File: src/hdl/fpop_pkg.sv
// Package for the Feistel pixel-order permuter: screen geometry, widths and the round function.
`default_nettype none
package fpop_pkg;

  localparam int unsigned SCREEN_WIDTH  = 320;
  localparam int unsigned SCREEN_HEIGHT = 200;
  localparam int unsigned ROUND_COUNT   = 4;

  localparam int unsigned STEP_W  = 16;
  localparam int unsigned HALF_W  = 8;
  localparam int unsigned X_W     = 9;
  localparam int unsigned Y_W     = 8;
  localparam int unsigned CFG_W   = 16;
  localparam int unsigned CFG_IDX_W = 8;

  localparam logic [CFG_W-1:0] ROUND_OFFSET_RESET     = 16'd123;
  localparam logic [CFG_W-1:0] ROUND_MULTIPLIER_RESET = 16'd42871;

  // Number of on-screen positions, held in 33 bits.
  localparam logic [32:0] PIXEL_LIMIT = 33'(64'(SCREEN_WIDTH) * 64'(SCREEN_HEIGHT));

  // Reciprocal of the width; the quotient it gives is exact or one short.
  localparam logic [31:0] DIV_RECIP = 32'(64'hFFFF_FFFF / 64'(SCREEN_WIDTH));
  localparam logic [15:0] WIDTH_C   = 16'(SCREEN_WIDTH);
  localparam logic [16:0] WIDTH_X   = 17'(SCREEN_WIDTH);

  typedef enum logic [CFG_IDX_W-1:0] {
    REG_ROUND_OFFSET     = 8'd0,
    REG_ROUND_MULTIPLIER = 8'd1
  } cfg_reg_e;

  typedef struct packed {
    logic              valid;
    logic [HALF_W-1:0] left;
    logic [HALF_W-1:0] right;
  } round_stage_t;

  // Only the low byte of the product is kept, so only the low bytes of the
  // operands matter.
  function automatic logic [HALF_W-1:0] round_fn(input logic [HALF_W-1:0] half,
                                                 input logic [HALF_W-1:0] offset,
                                                 input logic [HALF_W-1:0] mult);
    logic [HALF_W-1:0]   sum;
    logic [2*HALF_W-1:0] prod;
    sum  = half + offset;
    prod = (2*HALF_W)'(sum) * (2*HALF_W)'(mult);
    return prod[HALF_W-1:0];
  endfunction

endpackage
`default_nettype wire

File: src/hdl/feistel_pixel_order_permuter.sv
// Top level: pipelined Feistel permutation of a step index into a screen column and row.
// From start to the result strobe there is one register stage per Feistel round, then three
// stages for the divide by the width.
// Throughput is one item per cycle; busy never rises and the receiver cannot stall.
// Reset clears all valid bits and loads the round registers with the low bytes of their reset values;
// no result is strobed until an item has passed through the whole pipeline.
`default_nettype none
module feistel_pixel_order_permuter (
  input  wire logic                            clk_i,
  input  wire logic                            rst_ni,
  input  wire logic                            start,
  output logic                                 busy,
  input  wire logic [fpop_pkg::STEP_W-1:0]     step_index_i,
  input  wire logic                            cfg_valid_i,
  output logic                                 cfg_ready_o,
  input  wire logic [fpop_pkg::CFG_IDX_W-1:0]  cfg_index_i,
  input  wire logic [fpop_pkg::CFG_W-1:0]      cfg_data_i,
  output logic                                 out_valid_o,
  output logic [fpop_pkg::X_W-1:0]             pixel_x_o,
  output logic [fpop_pkg::Y_W-1:0]             pixel_y_o,
  output logic                                 on_screen_o
);
  import fpop_pkg::*;

  logic [HALF_W-1:0] offset_q;
  logic [HALF_W-1:0] mult_q;

  // Stage r holds the halves after round r + 1.
  round_stage_t stage_q [ROUND_COUNT];

  logic              d1_valid_q, d1_on_q;
  logic [15:0]       d1_pos_q, d1_quot_q;
  logic [47:0]       d1_prod;

  logic              d2_valid_q, d2_on_q;
  logic [15:0]       d2_quot_q;
  logic [16:0]       d2_rem_q;
  logic [31:0]       d2_prod;
  logic [16:0]       d2_rem_d;

  logic              out_valid_q, on_screen_q;
  logic [X_W-1:0]    pixel_x_q, pixel_x_d;
  logic [Y_W-1:0]    pixel_y_q, pixel_y_d;
  logic [15:0]       quot_fix;
  logic [16:0]       rem_fix;

  assign busy        = 1'b0;
  assign cfg_ready_o = 1'b1;

  // Only the low byte of each round register reaches the round function.
  always_ff @(posedge clk_i or negedge rst_ni) begin
    if (!rst_ni) begin
      offset_q <= ROUND_OFFSET_RESET[HALF_W-1:0];
      mult_q   <= ROUND_MULTIPLIER_RESET[HALF_W-1:0];
    end else if (cfg_valid_i && cfg_ready_o) begin
      case (cfg_index_i)
        REG_ROUND_OFFSET:     offset_q <= cfg_data_i[HALF_W-1:0];
        REG_ROUND_MULTIPLIER: mult_q   <= cfg_data_i[HALF_W-1:0];
        default: ;
      endcase
    end
  end

  always_ff @(posedge clk_i or negedge rst_ni) begin
    if (!rst_ni) begin
      stage_q[0] <= '0;
    end else begin
      stage_q[0] <= {start && !busy, step_index_i[HALF_W-1:0],
                     step_index_i[STEP_W-1:HALF_W]
                     ^ round_fn(step_index_i[HALF_W-1:0], offset_q, mult_q)};
    end
  end

  for (genvar r = 1; r < ROUND_COUNT; r++) begin : g_round
    always_ff @(posedge clk_i or negedge rst_ni) begin
      if (!rst_ni) begin
        stage_q[r] <= '0;
      end else begin
        stage_q[r] <= {stage_q[r-1].valid, stage_q[r-1].right,
                       stage_q[r-1].left ^ round_fn(stage_q[r-1].right, offset_q, mult_q)};
      end
    end
  end

  // Divide stage one: bounds test and the reciprocal estimate of the quotient.
  assign d1_prod = 48'({stage_q[ROUND_COUNT-1].left, stage_q[ROUND_COUNT-1].right})
                   * 48'(DIV_RECIP);

  always_ff @(posedge clk_i or negedge rst_ni) begin
    if (!rst_ni) begin
      d1_valid_q <= 1'b0;
    end else begin
      d1_valid_q <= stage_q[ROUND_COUNT-1].valid;
    end
  end

  always_ff @(posedge clk_i) begin
    d1_pos_q  <= {stage_q[ROUND_COUNT-1].left, stage_q[ROUND_COUNT-1].right};
    d1_quot_q <= d1_prod[47:32];
    d1_on_q   <= {17'd0, stage_q[ROUND_COUNT-1].left, stage_q[ROUND_COUNT-1].right}
                 < PIXEL_LIMIT;
  end

  // Divide stage two: remainder of the estimate, which lies below twice the width.
  assign d2_prod  = 32'(d1_quot_q) * 32'(WIDTH_C);
  assign d2_rem_d = {1'b0, d1_pos_q} - d2_prod[16:0];

  always_ff @(posedge clk_i or negedge rst_ni) begin
    if (!rst_ni) begin
      d2_valid_q <= 1'b0;
    end else begin
      d2_valid_q <= d1_valid_q;
    end
  end

  always_ff @(posedge clk_i) begin
    d2_quot_q <= d1_quot_q;
    d2_rem_q  <= d2_rem_d;
    d2_on_q   <= d1_on_q;
  end

  // Divide stage three: one correction step, then masking to the field widths; off-screen positions give zeros.
  always_comb begin
    if (d2_rem_q >= WIDTH_X) begin
      quot_fix = d2_quot_q + 16'd1;
      rem_fix  = d2_rem_q - WIDTH_X;
    end else begin
      quot_fix = d2_quot_q;
      rem_fix  = d2_rem_q;
    end
    if (d2_on_q) begin
      pixel_x_d = rem_fix[X_W-1:0];
      pixel_y_d = quot_fix[Y_W-1:0];
    end else begin
      pixel_x_d = '0;
      pixel_y_d = '0;
    end
  end

  always_ff @(posedge clk_i or negedge rst_ni) begin
    if (!rst_ni) begin
      out_valid_q <= 1'b0;
    end else begin
      out_valid_q <= d2_valid_q;
    end
  end

  always_ff @(posedge clk_i) begin
    pixel_x_q   <= pixel_x_d;
    pixel_y_q   <= pixel_y_d;
    on_screen_q <= d2_on_q;
  end

  assign out_valid_o = out_valid_q;
  assign pixel_x_o   = pixel_x_q;
  assign pixel_y_o   = pixel_y_q;
  assign on_screen_o = on_screen_q;

endmodule
`default_nettype wire
File: config.mk
export PLATFORM = sky130hd
export DESIGN_NAME = feistel_pixel_order_permuter
export DESIGN_NICKNAME = d
export VERILOG_FILES = /design/src/hdl/fpop_pkg.sv /design/src/hdl/feistel_pixel_order_permuter.sv
export SDC_FILE = /design/constraint.sdc
export NUM_CORES = 1
export LEC_CHECK = 0
export ABC_AREA = 0
export BUFFER_PORTS_ARGS = -buffer_cell sky130_fd_sc_hd__buf_2
export CAP_MARGIN = 20
export CORE_MARGIN = 5
export CORE_UTILIZATION = 26
export CTS_CLUSTER_DIAMETER = 30
export DETAILED_ROUTE_END_ITERATION = 7
export PLACE_DENSITY_LB_ADDON = 0.2
export SLEW_MARGIN = 20
export SYNTH_ARGS = -nofsm -noshare
export SYNTH_HDL_FRONTEND = slang
export SYNTH_SLANG_ARGS = --single-unit
File: constraint.sdc
create_clock -name clk_i -period 16.1 [get_ports clk_i]
set_clock_uncertainty 0.15 [all_clocks]
set_input_delay 2.415 -clock clk_i [delete_from_list [all_inputs] [get_ports clk_i]]
set_output_delay 2.415 -clock clk_i [all_outputs]
set_load 0.005 [all_outputs]
After elaboration in Yosys (flattened, before gate mapping) --
Index checks and enable logic that the tools add are counted.
Cells by class: add/subtract/negate cells 7, $mul 6, div/mod/pow operators 0, order comparisons 2, eq/ne operators 1, shift operators 0, mux-type cells 2, bitwise gates (word level) 4, reduce and logical (&&, ||, !) cells 3
Operators by type and width (count):
- $mul 16x22->38 const B | 1
- $add 8x8->8 | 4
- $mul 8x8->8 | 4
- $xor 8x8->8 | 4
- $ge 17x9->1 const B | 1
- $sub 16x17->17 | 1
- $lt 16x16->1 const B | 1
- $mul 8x3->11 const B | 1
- $mux 9 | 1
- $sub 9x9->9 const B | 1
- $add 8x1->8 const B | 1
- $eq 8x1->1 const B | 1
- $logic_not 8->1 | 1
- $mux 8 | 1
- $reduce_and 2->1 | 2
Word-level totals: register bits after elaboration 156, latch bits 0, RAM bits 0, memory bits (read-only) 0, bits of input ports 44, output and inout bits 21, word-level logic and storage cells 51, memories 0

Depth between registers and ports, before layout --
Gate-level depths: netlist (run 1).
depth after elaboration 3, depth in mapped cells 21, mapped depth without buffers 21

Worst setup path after synthesis (run 1) --
No wires, ideal clock.
path kind in2reg, start point input port step_index_i[0] (netlist name), end point register stage_q[58] (netlist name), library setup time 0.080 ns, arrival 6.572 ns, required time 15.870 ns, slack 9.298 ns, cell stages on the path 19, buffers on the path 0, cells stage by stage ha_1 > fa_1 > xor2_1 > nand2_1 > fa_1 > fa_1 > inv_1 > ha_1 > inv_1 > fa_1 > inv_1 > ha_1 > a21o_1 > a21oi_1 > xnor2_1 > xnor2_1 > xnor2_1 > xnor2_1 > xnor2_1
On the way: longest elaborated chain between the ends 3
RTL lines:
- start, declared | line feistel_pixel_order_permuter.sv:13 | input wire logic [fpop_pkg::STEP_W-1:0] step_index_i,
- $add 8x8->8 | line fpop_pkg.sv:45 | sum = half + offset;
- $mul 8x8->8 | line fpop_pkg.sv:46 | prod = (2*HALF_W)'(sum) * (2*HALF_W)'(mult);
- $xor 8x8->8 | line feistel_pixel_order_permuter.sv:70 | ^ round_fn(step_index_i[HALF_W-1:0], offset_q, mult_q)};
- end, declared | line feistel_pixel_order_permuter.sv:29 | round_stage_t stage_q [ROUND_COUNT];
No other way between the ends. A chain may end at the register's enable or synchronous reset.

Worst setup path in the final report (run 1) --
Ends and elaborated chain as after synthesis.

==> out/metrics.yaml, run 1 <==
critical_path:
  worstPathMaxFanout: 4
  start_kind: "primary input"
  r2r_start: "stage_q[7]"
  worstSetupEndpointType: "flop"
  r2r_cells: 19
  crit_path_start: "step_index_i[0]"
  endpoint: "stage_q[58]"
  critPathRequiredTime_ps: 16310
  crit_arrival_ps: 7170
  timing.rr.end: "d1_quot_q[5]"
  rrSetupSlack_ps: 10190
  critPathKind: "in -> reg"
synth:
  avgSynthCellArea_sq_um: 10.2
  seq_area_frac_synth_pct: 26.6
  synth_warnings: 0
  synth_nets: 1707
  ys_async_sr_fraction_pct: 55.8
  synth-edff-count: 0
  ys_types: 56
  synthesis.area_sq_um: 13500
  synth-seq-cells: 156
  synthCells: 1320
  ys.flop_type: "dfrtp_1"
sta:
  fin_crit_ps: 6960
  rsz0062_at_grt: "false"
  finalSetupTns_ps: 0
  relSlewSlack_pct: 40.3
  timing.fmax_ghz: 0.144
  min_period_over_period_pct: 43.3
  tightest_slew_ps: 895
  setup_violations: 0
  hold_viol: 0
  slew_viol_final: 0
clock_tree:
  numCtsBuffers: 17
  post_cts_resize_count: 0
  cts.root.buffer_cell: "clkbuf_16"
  cts_tree: "yes"
  cts.path.max_buffers: 2
  path_clk_slew_ps: 70
  cts_sinks: 156
  h-tree-depth: 4
  holdBufCountCts: 0
  clk_latency_ps: 440
  post_cts_buffers: 0
routing:
  route.vias.total: 8508
  wirelength_um: 28900
  first_pass_iters: 4
  drtIter0Drc: 250
  drc: 0
  via_per_inst: 4.11
  postRouteAntennaNets: 0
  wire_per_inst_um: 14.0
finish:
  fin_nets: 1764
  n_fill_cell: 5449
  final_common_cell: "inv_1"
  drive_gt1_share_pct: 9.57
  antennaDiodeCount: 0
  final_cell_mix: "inv_1 (250), ha_1 (229), fa_1 (114)"
  area_growth_syn_to_layout_pct: 12.5
floorplan:
  die_area_sq_um: 56400
  fp.dieH_um: 238
  rows: 83
  core_sq_um: 51300
  start_util_pct: 26.2
  io_pins: 65
  dieWidth_um: 238
flow_run:
  drv_cap: 0
run_status:
  status: "finished clean"
global_routing:
  busiest_layer: "met2"
  grt_pass1_vias: 9179
  gr-usage-all-layers_pct: 10.7
  grt_overflow: 0
  grt_pass1_wl_um: 48000
  met3_usage_pct: 1.94
  met1_usage_pct: 14.1
  antenna_found_initial: 0
  grt_start_max_net_pins: 48
  use_met2_pct: 18.6
placed_design:
  place_hpwl_um: 24000
  place.gp.congestion: 0.771
  io_buffers: 54
min_path:
  hp-class: "reg -> reg"
cell type report:
| type | instances | area, sq um | share of cell area [%] |
|---|---|---|---|
| clock buffer | 18 | 439 | 2.90 |
| clock inverter | 14 | 193 | 1.27 |
| inverter | 250 | 938 | 6.20 |
| multi-input combinational | 897 | 8870 | 58.6 |
| sequential | 156 | 3570 | 23.6 |
| tap | 680 | 851 | 5.62 |
| timing repair buffer | 55 | 280 | 1.85 |
registers in the layout (all words and copies together), names as in the netlist:
register     cells
stage_q         68
d2_rem_q        17
pixel_y_o        8
d1_valid_q       1
d2_on_q          1
d1_quot_q        8
on_screen_o      1
pixel_x_o        9
out_valid_o      1
d1_pos_q        16
d2_valid_q       1
mult_q           8
offset_q         8
d2_quot_q        8
d1_on_q          1
routing by layer:
metal,routed length (um),vias up,share of wire (%)
li1,-,4289,-
met4,329,0,1.1
met5,0,-,0
met1,13800,4123,48
met3,702,20,2.4
met2,14100,76,49
how the worst min path moves through the flow:
stage | from | to | slack [ps] | cells after the start
3_5_place_dp | d1_pos_q[0] | d2_rem_q[0] | 160 | 0
6_report | d1_pos_q[0] | d2_rem_q[0] | 180 | 0
4_1_cts | d1_pos_q[4] | d2_rem_q[4] | 180 | 0
2_1_floorplan | d1_on_q | d2_on_q | 160 | 0
5_1_grt | d1_pos_q[4] | d2_rem_q[4] | 190 | 0
3_3_place_gp | d1_pos_q[5] | d2_rem_q[5] | 160 | 0
worst max-delay path: stages:
cell	delay, ps
buf_2	120
ha_1	230
fa_1	420
a211oi_1	230
nor2_1	100
xor2_1	360
and2_1	210
fa_1	440
ha_1	310
fa_1	520
fa_1	500
ha_1	340
a21oi_1	210
xnor2_1	160
xnor2_1	160
xnor2_1	160
xnor2_1	150
xnor2_1	130
cell families (layout without fill, tap and decap cells):
| group | after synthesis | in the layout | share of synthesized area (%) |
|---|---|---|---|
| AO/OA/AOI/OAI | 123 | 123 | 6.00 |
| XOR/XNOR | 157 | 157 | 10.4 |
| adder cells (fa/ha/maj) | 343 | 343 | 38.2 |
| buffers and inverters | 267 | 337 | 7.56 |
| flip-flops | 156 | 156 | 26.6 |
| multiplexers | 17 | 17 | 1.41 |
| other | 2 | 2 | 0.0558 |
| AND/OR/NAND/NOR | 255 | 255 | 9.80 |
per-stage QoR:
| step | util [%] | hold WS, ps | cells | setup WS [ps] | instance area [sq um] |
|---|---|---|---|---|---|
| after floorplan | - | 160 | 1320 | 9300 | 13500 |
| after global placement | 28.3 | 162 | 2038 | 8720 | 14500 |
| after global routing | 29.5 | 187 | 2070 | 8820 | 15100 |
| after detailed placement | 28.3 | 162 | 2038 | 8680 | 14500 |
| after CTS | 29.5 | 179 | 2070 | 9140 | 15100 |
| final | 29.5 | 178 | 2070 | 9140 | 15100 |
cells in the mapped netlist (all sizes together) (2+ instances only):
cell type | count | area (sq um)
or2 | 2 | 12.5
fa | 114 | 2280
nor3 | 4 | 20.0
xor2 | 50 | 460
clkbuf | 13 | 48.8
mux2 | 16 | 180
o21bai | 5 | 37.5
and2 | 90 | 568
o22ai | 2 | 12.5
conb | 2 | 7.51
a221o | 2 | 20.0
o211ai | 2 | 15.0
a21boi | 3 | 22.5
nand2b | 5 | 31.3
ha | 229 | 2870
a31oi | 3 | 18.8
o31ai | 5 | 37.5
nand3 | 11 | 55.1
xnor2 | 107 | 937
a211oi | 13 | 103
a21o | 22 | 165
buf | 4 | 30.0
nand4 | 5 | 31.3
dfxtp | 69 | 1380
and3 | 9 | 57.6
nor2b | 5 | 38.8
a21oi | 38 | 198
nor2 | 31 | 124
dfstp | 12 | 315
inv | 250 | 938
nand2 | 86 | 323
dfrtp | 75 | 1880
nor4 | 4 | 31.3
o21ai | 21 | 105
Power of run 1 is not shown: default switching activity piles up to over one toggle a cycle in this logic, so the estimate is an artifact.
==> inputs of run 2 (changes only) <==
==> constraint.sdc (replaced) <==
create_clock -name clk_i -period 6 [get_ports clk_i]
set_clock_uncertainty 0.15 [all_clocks]
set_input_delay 0.9 -clock clk_i [delete_from_list [all_inputs] [get_ports clk_i]]
set_output_delay 0.9 -clock clk_i [all_outputs]
set_load 0.005 [all_outputs]
==> run 2 against run 1 <==
Compared with the run above: count of clock-buffer cells in the layout is 1 lower; flip-flop and latch count stayed put; die area stayed put; final cell count is 0.53% higher; non-clock buffer count is 11 higher; first-iteration DRC count is 10% lower; register-to-register slack worse by 9900 ps; critical path depth is 1 higher; wire length is 1.8% higher; sequential share of layout area is 0.084 points lower; global-route usage is 0.15 points higher; highest routed layer unchanged.
==> out/metrics.yaml, run 2 (same netlist as run 1, synthesis figures left out) <==
finish:
  largestRegisters: "stage_q: 68 flops, d2_rem_q: 17 flops, d1_pos_q: 16 flops"
  final_common_cell: "inv_1"
  largest_register_ffs: 68
  area_growth_syn_to_layout_pct: 12.9
  n_fill_cell: 5424
  drive_gt1_share_pct: 10.4
  fin_nets: 1775
  final_cell_mix: "inv_1 (250), ha_1 (229), fa_1 (113)"
  antennaDiodeCount: 0
  largest-register: "stage_q"
global_routing:
  grt_overflow: 0
  grt_start_max_net_pins: 49
  grt_pass1_vias: 9268
  gr-usage-all-layers_pct: 10.9
  antenna_found_initial: 0
  grt_pass1_wl_um: 48600
floorplan:
  die_area_sq_um: 56400
  core_sq_um: 51300
  rows: 83
  dieWidth_um: 238
  start_util_pct: 26.2
  fp.dieH_um: 238
  io_pins: 65
sta:
  rsz0062_at_grt: "false"
  timing.fmax_ghz: 0.174
  min_period_over_period_pct: 95.7
  slew_viol_final: 0
  finalSetupTns_ps: 0
  holdWs_ps: 180
  tightest_slew_ps: 789
  fin_crit_ps: 5740
  setup_violations: 0
  relSlewSlack_pct: 47.2
  hold_viol: 0
clock_tree:
  cts_tree: "yes"
  cts_sinks: 156
  clk_latency_ps: 440
  h-tree-depth: 4
  post_cts_buffers: 0
  holdBufCountCts: 0
  post_cts_resize_count: 0
  cts.path.max_buffers: 2
  cts.root.buffer_cell: "clkbuf_16"
  path_clk_slew_ps: 70
  numCtsBuffers: 17
critical_path:
  crit_arrival_ps: 5950
  critical_path.top_delay_family: "adder cells"
  path_buf_inv: 4
  r2r_cells: 19
  worst_path_max_delay_cell: "fa_1"
  critPathRequiredTime_ps: 6210
  cpPeakStageDelay_ps: 570
  worstSetupEndpointType: "flop"
  critPathKind: "reg -> reg"
  cpMostUsedCell: "fa_1"
  worst-path-stages: 19
  crit_chain: "inv_1 > ha_1 > fa_1 > fa_1 > inv_1 > fa_1 > inv_1 > fa_1 > fa_1 > inv_1 > ha_1 > a211oi_1 > nor2_1 > a211oi_1 > a31oi_1 > a31oi_2 > nand2b_1 > a21oi_2 > xnor2_1"
  worstPathMaxFanout: 5
  start_kind: "flop"
routing:
  wirelength_um: 29400
  route.vias.total: 8554
  first_pass_iters: 4
  drc: 0
  via_per_inst: 4.11
  drtIter0Drc: 225
  wire_per_inst_um: 14.1
  postRouteAntennaNets: 0
placed_design:
  place_hpwl_um: 24400
  io_buffers: 54
  place.gp.congestion: 0.819
flow_run:
  drv_cap: 0
run_status:
  status: "finished clean"
min_path:
  hold_depth: 0
  hp-class: "reg -> reg"
[run 2: cell count changes in the layout (fill, tap and decap cells not counted), moves of 2 or more]
cell / change
buf_4: +11
bufinv_16: -2
clkinv_4: +2
o21ai_0: -2
o21ai_1: +2
[run 2: cell type report]
cell class	instances	area [sq um]	area share (%)
tap	680	851	5.60
multi-input combinational	897	8880	58.4
inverter	250	938	6.17
clock inverter	15	169	1.11
clock buffer	17	425	2.80
timing repair buffer	66	363	2.39
sequential	156	3570	23.5
[run 2: routing by layer]
layer / global-route usage [%] / up-vias / wire [um]
met5: 0 / - / 0
met4: 2.12 / 0 / 238
met3: 1.97 / 15 / 826
met2: 19.2 / 95 / 14600
met1: 14.1 / 4121 / 13800
li1: - / 4323 / -
[run 2: final timing paths]
check,from,end,slack [ps]
max,stage_q[5],d1_quot_q[5],260
min,d1_pos_q[4],d2_rem_q[4],180
max reg2reg,stage_q[5],d1_quot_q[5],260
min reg2reg,d1_pos_q[4],d2_rem_q[4],180
max in group asynchronous,rst_ni,offset_q[3],4370
min in group asynchronous,rst_ni,out_valid_o,310
[run 2: metrics by stage]
stage | setup slack (ps) | area, sq um | util (%) | cells
finish | 258 | 15200 | 29.6 | 2081
global route | 12.2 | 15200 | 29.6 | 2081
CTS | 117 | 15200 | 29.6 | 2081
detailed placement | 137 | 14600 | 28.4 | 2049
global placement | 216 | 14600 | 28.4 | 2049
floorplan | 710 | 13500 | - | 1320
Power of run 2 is left out for the same reason.
==> inputs of run 3 (changes only) <==
--- a/config.mk
+++ b/config.mk
@@ -5,7 +5,7 @@
 export SDC_FILE = /design/constraint.sdc
 export NUM_CORES = 1
 export LEC_CHECK = 0
-export ABC_AREA = 0
+export ABC_AREA = 1
 export BUFFER_PORTS_ARGS = -buffer_cell sky130_fd_sc_hd__buf_2
 export CAP_MARGIN = 20
 export CORE_MARGIN = 5
==> constraint.sdc (replaced) <==
create_clock -name clk_i -period 7.1 [get_ports clk_i]
set_clock_uncertainty 0.15 [all_clocks]
set_input_delay 1.065 -clock clk_i [delete_from_list [all_inputs] [get_ports clk_i]]
set_output_delay 1.065 -clock clk_i [all_outputs]
set_load 0.005 [all_outputs]
==> run 3 against run 2 <==
Compared with the run above: first-iteration DRC count grew 140%; register-to-register slack gained 1100 ps; global-route usage grew 1.6 points; critical path depth shrank 1.
==> out/metrics.yaml, run 3 <==
floorplan:
  die_area_sq_um: 61500
  core_sq_um: 56300
  fp.dieH_um: 248
  io_pins: 65
  dieWidth_um: 248
  rows: 87
  start_util_pct: 26.2
critical_path:
  worstSetupEndpointType: "flop"
  timing.rr.end: "d1_quot_q[6]"
  cpPeakStageDelay_ps: 640
  critPathRequiredTime_ps: 7330
  endpoint: "d1_quot_q[6]"
  r2r_start: "stage_q[7]"
  r2r_cells: 18
  crit_arrival_ps: 6000
  worst_path_max_delay_cell: "fa_1"
  worstPathMaxFanout: 6
  crit_path_start: "stage_q[7]"
  cpMostUsedCell: "fa_1"
  rrSetupSlack_ps: 1330
  critPathKind: "reg -> reg"
  crit_chain: "ha_1 > inv_1 > fa_1 > fa_1 > inv_1 > fa_1 > inv_1 > fa_1 > fa_1 > inv_1 > ha_1 > nand2_1 > nor2_1 > nand2_1 > nor3_1 > nand3_1 > o2111ai_1 > xor2_1"
  start_kind: "flop"
global_routing:
  grt_pass1_wl_um: 60100
  gr-usage-all-layers_pct: 12.5
  grt_start_max_net_pins: 55
  grt_overflow: 0
  antenna_found_initial: 0
  grt_pass1_vias: 11400
synth:
  ys_types: 45
  synthesis.area_sq_um: 14700
  yosys.area_share.simple_pct: 17.1
  ys_top_cells_by_area: "ha_1 (19%), fa_1 (15%), dfrtp_1 (13%)"
  synth_nets: 2187
  synth_top_family_by_area: "adder cells"
  seq_area_frac_synth_pct: 24.3
  ys.flop_type: "dfrtp_1"
  ys_top_cells_by_count: "inv_1 (403), nand2_1 (338), ha_1 (229), fa_1 (114), nor2_1 (90)"
  synth-seq-cells: 156
  synth.most_common_cell: "inv_1"
  synth_compound_area_share_pct: 6.69
  synthMuxAreaShare_pct: 0
  synthCells: 1800
  yosys.area.top_type_share_pct: 19.4
  synthAdderAreaFrac_pct: 34.9
  avgSynthCellArea_sq_um: 8.19
  synth_warnings: 0
  synth-edff-count: 0
  ys_async_sr_fraction_pct: 55.8
  yosysTopAreaCell: "ha_1"
  synth-xor-area-share_pct: 5.68
sta:
  min_period_over_period_pct: 81.2
  timing.fmax_ghz: 0.173
  tightest_slew_ps: 736
  finalSetupTns_ps: 0
  relSlewSlack_pct: 50.9
  finalWorstSetupSlack_ps: 1330
  rsz0062_at_grt: "false"
  fin_crit_ps: 5770
  hold_viol: 0
  slew_viol_final: 0
  setup_violations: 0
run_status:
  status: "finished clean"
clock_tree:
  holdBufCountCts: 0
  cts.path.max_buffers: 2
  clk_latency_ps: 440
  h-tree-depth: 4
  cts_tree: "yes"
  cts_sinks: 156
  post_cts_resize_count: 0
  cts.root.buffer_cell: "clkbuf_16"
  numCtsBuffers: 17
  path_clk_slew_ps: 70
  post_cts_buffers: 0
finish:
  antennaDiodeCount: 0
  fin_cells: 2623
  n_fill_cell: 6070
  drive_gt1_share_pct: 6.43
  area_growth_syn_to_layout_pct: 12.0
  final_common_cell: "inv_1"
  largestRegisters: "stage_q: 68 flops, d2_rem_q: 17 flops, d1_pos_q: 16 flops"
  multi_input_area_sq_um: 9500
  largest-register: "stage_q"
  register_area_sq_um: 3570
  largest_register_ffs: 68
  fin_nets: 2241
  final_cell_mix: "inv_1 (403), nand2_1 (338), ha_1 (229)"
min_path:
  hp-class: "reg -> reg"
routing:
  wire_per_inst_um: 14.0
  via_per_inst: 4.23
  postRouteAntennaNets: 0
  drtIter0Drc: 540
  route.vias.total: 11100
  drc: 0
  first_pass_iters: 5
  wirelength_um: 36700
flow_run:
  drv_cap: 0
placed_design:
  dp_slack_ps: 1280
  place.gp.congestion: 0.887
  io_buffers: 54
  dpl.cell_count: 2591
  place_hpwl_um: 30700
[run 3: changes by cell type after synthesis, moves of 11 or more]
| cell | delta |
|---|---|
| mux2_2 | -16 |
| inv_1 | +153 |
| and2_1 | -86 |
| o21ai_0 | +25 |
| nor2_1 | +60 |
| nand3b_1 | +11 |
| nand3_1 | +78 |
| a21oi_1 | +41 |
| xnor2_1 | -71 |
| or2_1 | +15 |
| nand2_1 | +252 |
[run 3: kinds of logic after synthesis]
kind of cell | Yosys count
and+or+nand+nor | 592
DFF | 156
other | 2
buffers and inverters | 439
xor gates and xnor gates | 93
adders and majority gates | 343
AOI/OAI and AO/OA | 175
[run 3: through the flow]
| step | instance area (sq um) | hold slack, ps | utilization (%) |
|---|---|---|---|
| after floorplan | 14700 | 160 | - |
| after global placement | 15900 | 169 | 28.2 |
| after detailed placement | 15900 | 168 | 28.2 |
| after CTS | 16500 | 186 | 29.3 |
| after global routing | 16500 | 192 | 29.3 |
| final | 16500 | 182 | 29.3 |
[run 3: area by class of cell]
| class | count | share of cell area [%] |
|---|---|---|
| Tap cell | 756 | 5.73 |
| Timing Repair Buffer | 58 | 1.84 |
| Inverter | 416 | 9.46 |
| Clock inverter | 13 | 0.986 |
| Clock buffer | 19 | 2.75 |
| Sequential cell | 156 | 21.7 |
| Multi-Input combinational cell | 1205 | 57.6 |
[run 3: worst max-delay path: cells and delay by family, from the launching register on]
family | cells | cell delay [ps]
flip-flops | 1 | 550
AND/OR/NAND/NOR | 5 | 1040
buffers and inverters | 4 | 240
adder cells (fa/ha/maj) | 7 | 3340
XOR/XNOR | 1 | 170
AO/OA/AOI/OAI | 1 | 200
[run 3: how the worst min path moves through the flow]
stage               startpoint  endpoint  slack, ps  cells after the start
floorplan              d1_on_q   d2_on_q        160                      0
global placement       d1_on_q   d2_on_q        170                      0
finish                 d1_on_q   d2_on_q        180                      0
CTS                    d1_on_q   d2_on_q        190                      0
global route           d1_on_q   d2_on_q        190                      0
detailed placement     d1_on_q   d2_on_q        170                      0
[run 3: layer usage]
metal | share of wire, % | vias up | GRT usage, %
li1 | - | 5709 | -
met1 | 49 | 5226 | 17.0
met2 | 47 | 140 | 20.9
met3 | 2.8 | 30 | 1.90
met4 | 1.2 | 0 | 2.82
met5 | 0 | - | 0
Power of run 3 is left out for the same reason.
